## config.mk

```make
export PLATFORM = sky130hd
export DESIGN_NAME = shape_pair_overlap_test_top
export DESIGN_NICKNAME = d
export VERILOG_FILES = /design/src/design/spot_pkg.sv /design/src/design/spot_prep.sv /design/src/design/spot_dist.sv /design/src/design/shape_pair_overlap_test_top.sv
export SDC_FILE = /design/constraint.sdc
export NUM_CORES = 2
export LEC_CHECK = 0
export BUFFER_PORTS_ARGS = -buffer_cell sky130_fd_sc_hd__clkbuf_2
export CAP_MARGIN = 30
export CORE_MARGIN = 1.5
export CORE_UTILIZATION = 57
export DETAILED_ROUTE_END_ITERATION = 16
export PLACE_DENSITY = 0.7
export SYNTH_ARGS = -nofsm -noshare
export SYNTH_HDL_FRONTEND = slang
export SYNTH_SLANG_ARGS = --single-unit
```

## constraint.sdc

```tcl
create_clock -name i_clk -period 26.3 [get_ports i_clk]
set_clock_uncertainty 0.05 [all_clocks]
set_input_delay 5.26 -clock i_clk [delete_from_list [all_inputs] [get_ports i_clk]]
set_output_delay 5.26 -clock i_clk [all_outputs]
set_load 0.02 [all_outputs]
```

## src/design/spot_pkg.sv

```systemverilog
// ----------------------------------------------------------------------------
// spot_pkg
// Shared types and widths for the shape pair overlap test.
// ----------------------------------------------------------------------------
package spot_pkg;

    localparam int COORD_BITS = 16;
    localparam int OPND_BITS  = COORD_BITS + 1;
    localparam int DIFF_BITS  = COORD_BITS + 3;

    typedef enum logic [1:0] {
        TEST_CC = 2'd0,
        TEST_RR = 2'd1,
        TEST_CR = 2'd2
    } t_test;

    typedef struct packed {
        logic                         kind_a;
        logic signed [COORD_BITS-1:0] pos_ax;
        logic signed [COORD_BITS-1:0] pos_ay;
        logic        [COORD_BITS-1:0] size_aw;
        logic        [COORD_BITS-1:0] size_ah;
        logic                         live_a;
        logic                         kind_b;
        logic signed [COORD_BITS-1:0] pos_bx;
        logic signed [COORD_BITS-1:0] pos_by;
        logic        [COORD_BITS-1:0] size_bw;
        logic        [COORD_BITS-1:0] size_bh;
        logic                         live_b;
    } t_in;

    typedef struct packed {
        logic  hit;
        t_test test_used;
    } t_out;

    typedef struct packed {
        t_test                test;
        logic                 decided;
        logic                 hit;
        logic [OPND_BITS-1:0] u;
        logic [OPND_BITS-1:0] v;
        logic [OPND_BITS-1:0] r;
    } t_prep;

endpackage

```

## src/design/spot_prep.sv

```systemverilog
// ----------------------------------------------------------------------------
// spot_prep
// Selects the test, settles the rectangle pair and the early decisions of the
// circle-rectangle test, and forms the operands of the distance compare.
// ----------------------------------------------------------------------------
module spot_prep
    import spot_pkg::*;
(
    input  t_in   i_item,
    output t_prep o_prep
);

    logic signed [DIFF_BITS-1:0] ax_e, ay_e, bx_e, by_e;
    logic signed [DIFF_BITS-1:0] ddx, ddy;
    logic        [DIFF_BITS-1:0] cc_dx, cc_dy;
    logic        [OPND_BITS-1:0] r_sum;
    logic                        rr_hit;
    logic signed [DIFF_BITS-1:0] cx_e, cy_e, rx_e, ry_e;
    logic        [COORD_BITS-1:0] c_r, rw, rh;
    logic        [DIFF_BITS-1:0] w_e, h_e, r2_e;
    logic signed [DIFF_BITS-1:0] cdx, cdy;
    logic        [DIFF_BITS-1:0] mdx, mdy, ex_u, ex_v;
    logic                        reject, band;

    always_comb begin
        ax_e = DIFF_BITS'(i_item.pos_ax);
        ay_e = DIFF_BITS'(i_item.pos_ay);
        bx_e = DIFF_BITS'(i_item.pos_bx);
        by_e = DIFF_BITS'(i_item.pos_by);

        ddx   = ax_e - bx_e;
        ddy   = ay_e - by_e;
        cc_dx = ddx[DIFF_BITS-1] ? DIFF_BITS'(-ddx) : DIFF_BITS'(ddx);
        cc_dy = ddy[DIFF_BITS-1] ? DIFF_BITS'(-ddy) : DIFF_BITS'(ddy);
        r_sum = OPND_BITS'(i_item.size_aw) + OPND_BITS'(i_item.size_bw);

        rr_hit = (ax_e <= bx_e + $signed(DIFF_BITS'(i_item.size_bw)))
              && (ax_e + $signed(DIFF_BITS'(i_item.size_aw)) >= bx_e)
              && (ay_e <= by_e + $signed(DIFF_BITS'(i_item.size_bh)))
              && (ay_e + $signed(DIFF_BITS'(i_item.size_ah)) >= by_e)
              && i_item.live_a && i_item.live_b;

        if (i_item.kind_a) begin
            cx_e = bx_e;
            cy_e = by_e;
            c_r  = i_item.size_bw;
            rx_e = ax_e;
            ry_e = ay_e;
            rw   = i_item.size_aw;
            rh   = i_item.size_ah;
        end else begin
            cx_e = ax_e;
            cy_e = ay_e;
            c_r  = i_item.size_aw;
            rx_e = bx_e;
            ry_e = by_e;
            rw   = i_item.size_bw;
            rh   = i_item.size_bh;
        end

        w_e  = DIFF_BITS'(rw);
        h_e  = DIFF_BITS'(rh);
        r2_e = DIFF_BITS'({c_r, 1'b0});
        cdx  = (cx_e <<< 1) - ((rx_e <<< 1) + $signed(w_e));
        cdy  = (cy_e <<< 1) - ((ry_e <<< 1) + $signed(h_e));
        mdx  = cdx[DIFF_BITS-1] ? DIFF_BITS'(-cdx) : DIFF_BITS'(cdx);
        mdy  = cdy[DIFF_BITS-1] ? DIFF_BITS'(-cdy) : DIFF_BITS'(cdy);
        ex_u = mdx - w_e;
        ex_v = mdy - h_e;

        reject = (mdx > w_e + r2_e) || (mdy > h_e + r2_e);
        band   = (mdx <= w_e) || (mdy <= h_e);

        o_prep = '0;
        if (!i_item.kind_a && !i_item.kind_b) begin
            o_prep.test    = TEST_CC;
            o_prep.decided = 1'b0;
            o_prep.hit     = 1'b0;
            o_prep.u       = cc_dx[OPND_BITS-1:0];
            o_prep.v       = cc_dy[OPND_BITS-1:0];
            o_prep.r       = r_sum;
        end else if (i_item.kind_a && i_item.kind_b) begin
            o_prep.test    = TEST_RR;
            o_prep.decided = 1'b1;
            o_prep.hit     = rr_hit;
        end else begin
            o_prep.test    = TEST_CR;
            o_prep.decided = reject || band;
            o_prep.hit     = !reject && band;
            o_prep.u       = ex_u[OPND_BITS-1:0];
            o_prep.v       = ex_v[OPND_BITS-1:0];
            o_prep.r       = r2_e[OPND_BITS-1:0];
        end
    end

endmodule

```

## src/design/spot_dist.sv

```systemverilog
// ----------------------------------------------------------------------------
// spot_dist
// Squared distance compare, u*u + v*v <= r*r, and the final verdict.
// ----------------------------------------------------------------------------
module spot_dist
    import spot_pkg::*;
(
    input  t_prep i_prep,
    output t_out  o_res
);

    localparam int SQ_BITS = 2 * OPND_BITS;

    logic [SQ_BITS-1:0] u_e, v_e, r_e;
    logic [SQ_BITS-1:0] sq_u, sq_v, sq_r;
    logic [SQ_BITS:0]   sq_sum;

    always_comb begin
        u_e    = SQ_BITS'(i_prep.u);
        v_e    = SQ_BITS'(i_prep.v);
        r_e    = SQ_BITS'(i_prep.r);
        sq_u   = u_e * u_e;
        sq_v   = v_e * v_e;
        sq_r   = r_e * r_e;
        sq_sum = (SQ_BITS + 1)'(sq_u) + (SQ_BITS + 1)'(sq_v);

        o_res.test_used = i_prep.test;
        o_res.hit       = i_prep.decided ? i_prep.hit
                                         : (sq_sum <= (SQ_BITS + 1)'(sq_r));
    end

endmodule

```

## src/design/shape_pair_overlap_test_top.sv

```systemverilog
// ----------------------------------------------------------------------------
// shape_pair_overlap_test_top
// Overlap test for one pair of circles or rectangles per transaction.
// ----------------------------------------------------------------------------
// Each transaction is registered in the input, operand and result registers in turn.
// Throughput: one transaction per cycle unless the result is held by i_out_ready low;
// the squared-distance multipliers set the critical path.
// Reset clears the valid flags of all three stages; no other state is kept.
// ----------------------------------------------------------------------------
module shape_pair_overlap_test_top
    import spot_pkg::*;
(
    input  logic i_clk,
    input  logic i_rst_n,
    input  logic i_in_valid,
    output logic o_in_ready,
    input  t_in  i_in,
    output logic o_out_valid,
    input  logic i_out_ready,
    output t_out o_out
);

    logic  r_in_v, n_in_v;
    t_in   r_in, n_in;
    logic  r_mid_v, n_mid_v;
    t_prep r_mid, n_mid;
    logic  r_out_v, n_out_v;
    t_out  r_out, n_out;

    logic  out_ld, mid_ld, in_ld;
    t_prep prep;
    t_out  res;

    spot_prep u_prep (
        .i_item (r_in),
        .o_prep (prep)
    );

    spot_dist u_dist (
        .i_prep (r_mid),
        .o_res  (res)
    );

    always_comb begin
        out_ld = !r_out_v || i_out_ready;
        mid_ld = !r_mid_v || out_ld;
        in_ld  = !r_in_v || mid_ld;

        n_in_v  = in_ld ? i_in_valid : r_in_v;
        n_in    = (in_ld && i_in_valid) ? i_in : r_in;
        n_mid_v = mid_ld ? r_in_v : r_mid_v;
        n_mid   = (mid_ld && r_in_v) ? prep : r_mid;
        n_out_v = out_ld ? r_mid_v : r_out_v;
        n_out   = (out_ld && r_mid_v) ? res : r_out;
    end

    always_ff @(posedge i_clk) begin
        if (!i_rst_n) begin
            r_in_v  <= 1'b0;
            r_mid_v <= 1'b0;
            r_out_v <= 1'b0;
        end else begin
            r_in_v  <= n_in_v;
            r_mid_v <= n_mid_v;
            r_out_v <= n_out_v;
        end
    end

    always_ff @(posedge i_clk) begin
        r_in  <= n_in;
        r_mid <= n_mid;
        r_out <= n_out;
    end

    assign o_in_ready  = in_ld;
    assign o_out_valid = r_out_v;
    assign o_out       = r_out;

`ifndef NO_ASSERTIONS
    a_reset_clears: assert property (@(posedge i_clk) !i_rst_n |=> !o_out_valid)
        else $error("result valid after reset");

    a_full_stall: assert property (@(posedge i_clk) disable iff (!i_rst_n)
        (r_in_v && r_mid_v && r_out_v && !i_out_ready) |-> !o_in_ready)
        else $error("transaction accepted while the pipeline is full");

    a_rr_decided: assert property (@(posedge i_clk) disable iff (!i_rst_n)
        (r_mid_v && r_mid.test == TEST_RR) |-> r_mid.decided)
        else $error("rectangle pair sent to distance compare");

    a_cc_distance: assert property (@(posedge i_clk) disable iff (!i_rst_n)
        (r_mid_v && r_mid.test == TEST_CC) |-> !r_mid.decided)
        else $error("circle pair skipped distance compare");

    a_moves_on: assert property (@(posedge i_clk) disable iff (!i_rst_n)
        (r_mid_v && out_ld) |=> o_out_valid)
        else $error("operand stage lost a transaction");
`endif

endmodule

```

Word level (Yosys, flattened, before mapping). Index checks and enable logic that the tools add are counted.

Memories: 0. Memory bits (writable): 0. Bits in read-only memories: 0. Logic and storage cells: 93. Output and inout port bits: 5. Bits in registers: 193. Bits of input ports: 136. Bits in latches: 0.

Reduce and logical (&&, ||, !) cells: 23. Shift-type cells: 0. Multiply operators: 3. Add/sub/neg operators: 20. Bitwise operators: 0. Order comparisons: 9. Divide/modulo/power cells: 0. Multiplexer cells: 15. Eq/ne operators: 0.

Operators with widths (count): 16-bit by 17-bit adder with 18-bit output (6); 17-bit by 17-bit multiplier with 34-bit output (3); 51-bit 2-to-1 mux (2); 18-bit 2-to-1 mux (4); 16-bit 2-to-1 mux (3); 19-bit by 17-bit adder with 19-bit output (2); 19-bit by 18-bit > comparator with 1-bit output (2); 19-bit by 16-bit <= comparator with 1-bit output (2); 19-bit 2-to-1 mux (2); 19-bit negator (2); 19-bit subtractor (2); 18-bit by 16-bit >= comparator with 1-bit output (2); 16-bit by 18-bit <= comparator with 1-bit output (2); 34-bit by 34-bit adder with 35-bit output (1); 35-bit by 34-bit <= comparator with 1-bit output (1); 17-bit 2-to-1 mux (2); 17-bit negator (2); 16-bit by 16-bit subtractor with 17-bit output (2); 17-bit by 16-bit subtractor with 17-bit output (2); 16-bit by 16-bit adder with 17-bit output (1); 1-bit logical AND (11); 1-bit logical NOT (6); 1-bit logical OR (6); 4-bit 2-to-1 mux (1); 1-bit 2-to-1 mux (1).

Longest topological paths before layout.
Depth after elaboration: 10. Mapped depth: 40. Gate-level depth less buffers: 39.

Hierarchy. A second synthesis with hierarchy kept.

Cells, all modules: 5124. Area total of the unflattened synthesis: 47389.2 um^2.

By module, submodules not included: spot_dist (area an instance 25728.4 um^2, seq. area each 0.0 um^2, times used 1, cells each 2798); spot_prep (area an instance 15817.7 um^2, seq. area each 0.0 um^2, times used 1, cells each 2123); shape_pair_overlap_test_top (area an instance 5843.1 um^2, seq. area each 5765.5 um^2, times used 1, cells each 203).

Worst setup path after synthesis. OpenSTA, ideal clock, no wires.

Path type: in2reg. Start: input port i_out_ready. End: register r_in[0] (netlist bit), enable pin. Path slack: 13.605 ns. Buffers on the path: 0. Stages: 2. Library setup time: 0.702 ns. Data required time: 25.548 ns. Arrival: 11.942 ns. Cell sequence: nor2b_1 a31oi_1.

Cells in the longest elaborated chain, start to end: 4.

RTL lines: from (decl) (line shape_pair_overlap_test_top.sv:19) `input logic i_out_ready,`; 1-bit logical OR (line shape_pair_overlap_test_top.sv:45) `out_ld = !r_out_v || i_out_ready;`; 1-bit logical OR (line shape_pair_overlap_test_top.sv:46) `mid_ld = !r_mid_v || out_ld;`; 1-bit logical OR (line shape_pair_overlap_test_top.sv:47) `in_ld = !r_in_v || mid_ld;`; 1-bit logical AND (line shape_pair_overlap_test_top.sv:50) `n_in = (in_ld && i_in_valid) ? i_in : r_in;`; to (signal assigned) (line shape_pair_overlap_test_top.sv:70) `r_in <= n_in;`; to (decl) (line shape_pair_overlap_test_top.sv:24) `t_in r_in, n_in;`.

Every way passes these cells. A chain may end at the register's enable or synchronous reset.

Worst setup path in the final report.
Start: input port i_out_ready. End: output port o_in_ready.

Cells in the longest elaborated chain, start to end: 3.

RTL lines: 1-bit logical OR (line shape_pair_overlap_test_top.sv:45); 1-bit logical OR (line shape_pair_overlap_test_top.sv:46); 1-bit logical OR (line shape_pair_overlap_test_top.sv:47); to (decl) (line shape_pair_overlap_test_top.sv:16) `output logic o_in_ready,`.

Every way passes these cells.

==> metrics.md <==
| Metric | Value |
|---|---|
| Clock sinks | 193 |
| CTS tree | built |
| Setup TNS Final | 0 ns |
| Initial antenna violation count | 0 |
| Area share of fa/ha/maj cells after synthesis | 47.0% |
| Critical path arrival | 6.17 ns |
| Largest cells by area after synthesis | fa_1, ha_1, edfxtp_1 |
| Met2 GRT Util | 49.4% |
| Final WL | 107000 um |
| Num rows | 104 |
| Critical path type | in -> out |
| IO Pins | 141 |
| CP Max Fanout | 6 |
| Number of I/O port buffers | 140 |
| Post-CTS sizing | 0 |
| DRT iter0 DRCs | 1649 |
| Clock latency on the worst-skew pair | 0.49 ns |
| Number of global-route vias before repair | 36000 |
| Worst Hold Slack | 0.372 ns |
| Mapped Cells | 5060 |
| Post-synth top area share | 29.3% |
| Crit path largest cell delay | 0.47 ns |
| Hold Violations, Final | 0 |
| Core footprint | 80800 um2 |
| Post-DP HPWL | 93000 um |
| Max Root-Sink Buffers | 2 |
| Worst flop-to-flop path endpoint | o_out[2] |
| Crit-path slowest cell | nor2b_1 |
| Met1 track demand over resource | 33.9% |
| Max Cap Viol | 0 |
| Global-route wire length before repair | 178000 um |
| CP Capture Point | o_in_ready |
| Mapped Area | 46700 um2 |
| Cts hold-fix bufs | 0 |
| Root buf cell | clkbuf_16 |
| Top-count cell post-synth | inv_1 |
| Largest family of logic cells by synthesized area | adder cells |
| GRT Overall Usage | 27.0% |
| Die H | 289 um |
| Grt met3 use | 2.14% |
| Post-synthesis mux area share | 1.98% |
| Detailed Routing Iterations Pass 1 | 5 |
| Hold Path Class | reg -> reg |
| Max-slew violation count | 0 |
| Post-Synth XOR/XNOR Area | 5.96% |
| Crit-path most repeated cell | clkbuf_2 |
| Final Non-Filler Cells | 6210 |
| H-tree depth | 4 |
| Remaining DRCs | 0 |
| Fmax | 0.0871 GHz |
| Worst slew margin | 37.0% |
| Clock transition at path regs | 0.07 ns |
| Final Util | 60.8% |
| Synth unique cells | 93 |
| R2R depth | 35 |
| Seq cells post-synth | 193 |
| Measured slew at the worst slew-check pin | 0.938 ns |
| DR vias | 34300 |
| Ant diodes | 0 |
| Setup violators final | 0 |
| RSZ-0062 raised after global routing | no |
| Die X | 289 um |
| RD Place Congestion | 0.916 |
| Critical path origin | i_out_ready |
| Period utilization | 43.7% |
| Synth Flop Type | edfxtp_1 |
| Yosys warns | 0 |
| Most used routing layer | met2 |
| Final Net Count | 6618 |
| Critical path launch point type | input port |
| Placed insts | 6178 |
| Antenna viol nets, final | 0 |
| Share of layout cells above drive strength 1 | 5.03% |
| Critical Path RT | 20.99 ns |
| Worst path cell trace | clkbuf_2 -> nor2b_1 -> nand3_1 -> clkbuf_2 |
| Postcts setup bufs | 0 |
| Largest net degree at the start of global routing | 126 |
| Post-Synth Simple-Gate Area | 11.5% |
| Top cells by count, synth | inv_1, fa_1, ha_1 |
| Drt via density | 5.52 |
| TritonCTS buffer count | 17 |
| Post-route minimum period | 11.48 ns |
| Area growth from synthesis to layout | 5.09% |
| Critical Path End Type | output pin |
| Reg2reg setup slack | 16.22 ns |
| Initial Util | 57.8% |
| Gr ovfl total | 0 |
| Post-synthesis area per instance | 9.23 um2 |
| Status | finished clean |
| Sequential share of the synthesized area | 12.3% |
| RR Startpoint | r_mid[37] |
| Area leader, netlist | fa_1 |
| Post-DR wirelength/cell | 17.3 um |
| Number of synthesized flops with an enable pin | 190 |
| Complex-gate fraction of the synthesized area | 11.6% |
| Number of fillers in the final layout | 7031 |
| Asr flop ratio synth | 0% |
| DIE AREA | 83700 um2 |
registers in the layout, indices dropped and copies added (netlist names):
signal,count
o_out,3
o_out_valid,1
r_in,132
r_in_v,1
r_mid,55
r_mid_v,1
cell families (layout without fill, tap and decap cells):
| kind of cell | after synthesis | count (layout) |
|---|---|---|
| AO/OA/AOI/OAI | 838 | 838 |
| XOR/XNOR | 318 | 318 |
| adder cells (fa/ha/maj) | 1346 | 1346 |
| buffers and inverters | 1196 | 1285 |
| flip-flops | 193 | 193 |
| multiplexers | 88 | 88 |
| other | 1 | 2 |
| AND/OR/NAND/NOR | 1080 | 1080 |
worst min-delay path by stage:
stage / startpoint / to / slack (ns) / depth (start not counted)
after floorplan: r_mid[53] / o_out[0] / 0.35 / 0
after global placement: r_mid[54] / o_out[1] / 0.36 / 0
after detailed placement: r_mid[54] / o_out[1] / 0.36 / 0
after CTS: r_mid[53] / o_out[0] / 0.37 / 0
after global routing: r_mid[53] / o_out[0] / 0.40 / 0
final: r_mid[53] / o_out[0] / 0.37 / 0
worst max-delay path, delay by kind of cell:
family        cells  cell delay, ns
simple gates      2            0.64
buf+inv           2            0.27
stage by stage:
| stage | cell area (um2) | worst slack (ns) |
|---|---|---|
| detailed placement | 48600 | 14.82 |
| global placement | 48600 | 14.83 |
| CTS | 49100 | 14.81 |
| finish | 49100 | 14.82 |
| floorplan | 46700 | 13.61 |
| global route | 49100 | 14.70 |
layout by cell type, fill, tap and decap left out, drive strengths merged, types with 9 or more instances in the layout:
master	n
a21oi	234
buf	21
inv	1099
o22ai	24
nor3b	9
a31oi	23
edfxtp	190
xor2	107
ha	662
nor2b	63
nand2	370
o21bai	53
nor2	179
nand3	65
a21o	123
o31a	13
o41ai	13
a2111oi	9
and3	21
o21ai	187
clkbuf	161
mux2	21
a21boi	13
o2111ai	11
o21a	43
or3	16
nand2b	26
or2	17
mux2i	67
fa	683
o31ai	15
xnor2	211
nor3	52
and4	9
a211oi	14
and2	188
o211ai	11
nor4	10
nand4	36
final cells by class:
| cell class | count | area, um2 | area share (%) |
|---|---|---|---|
| multi-input cells | 3672 | 36500 | 74.3 |
| flip-flops and latches | 193 | 5770 | 11.7 |
| inverters | 1092 | 4100 | 8.35 |
| well taps | 1060 | 1330 | 2.70 |
| repair buffers | 161 | 871 | 1.77 |
| clock buffers | 21 | 450 | 0.917 |
| clock inverters | 11 | 92.6 | 0.189 |
per-layer routing:
| layer | part of all wire, % | up-vias |
|---|---|---|
| met5 | 0 | - |
| met4 | 2.8 | 0 |
| met3 | 3.7 | 141 |
| met2 | 51 | 712 |
| met1 | 42 | 16800 |
| li1 | - | 16600 |
Power is left out: the tool's default activity adds up to more than one toggle a clock period on the data nets, which glitch-free logic cannot reach.
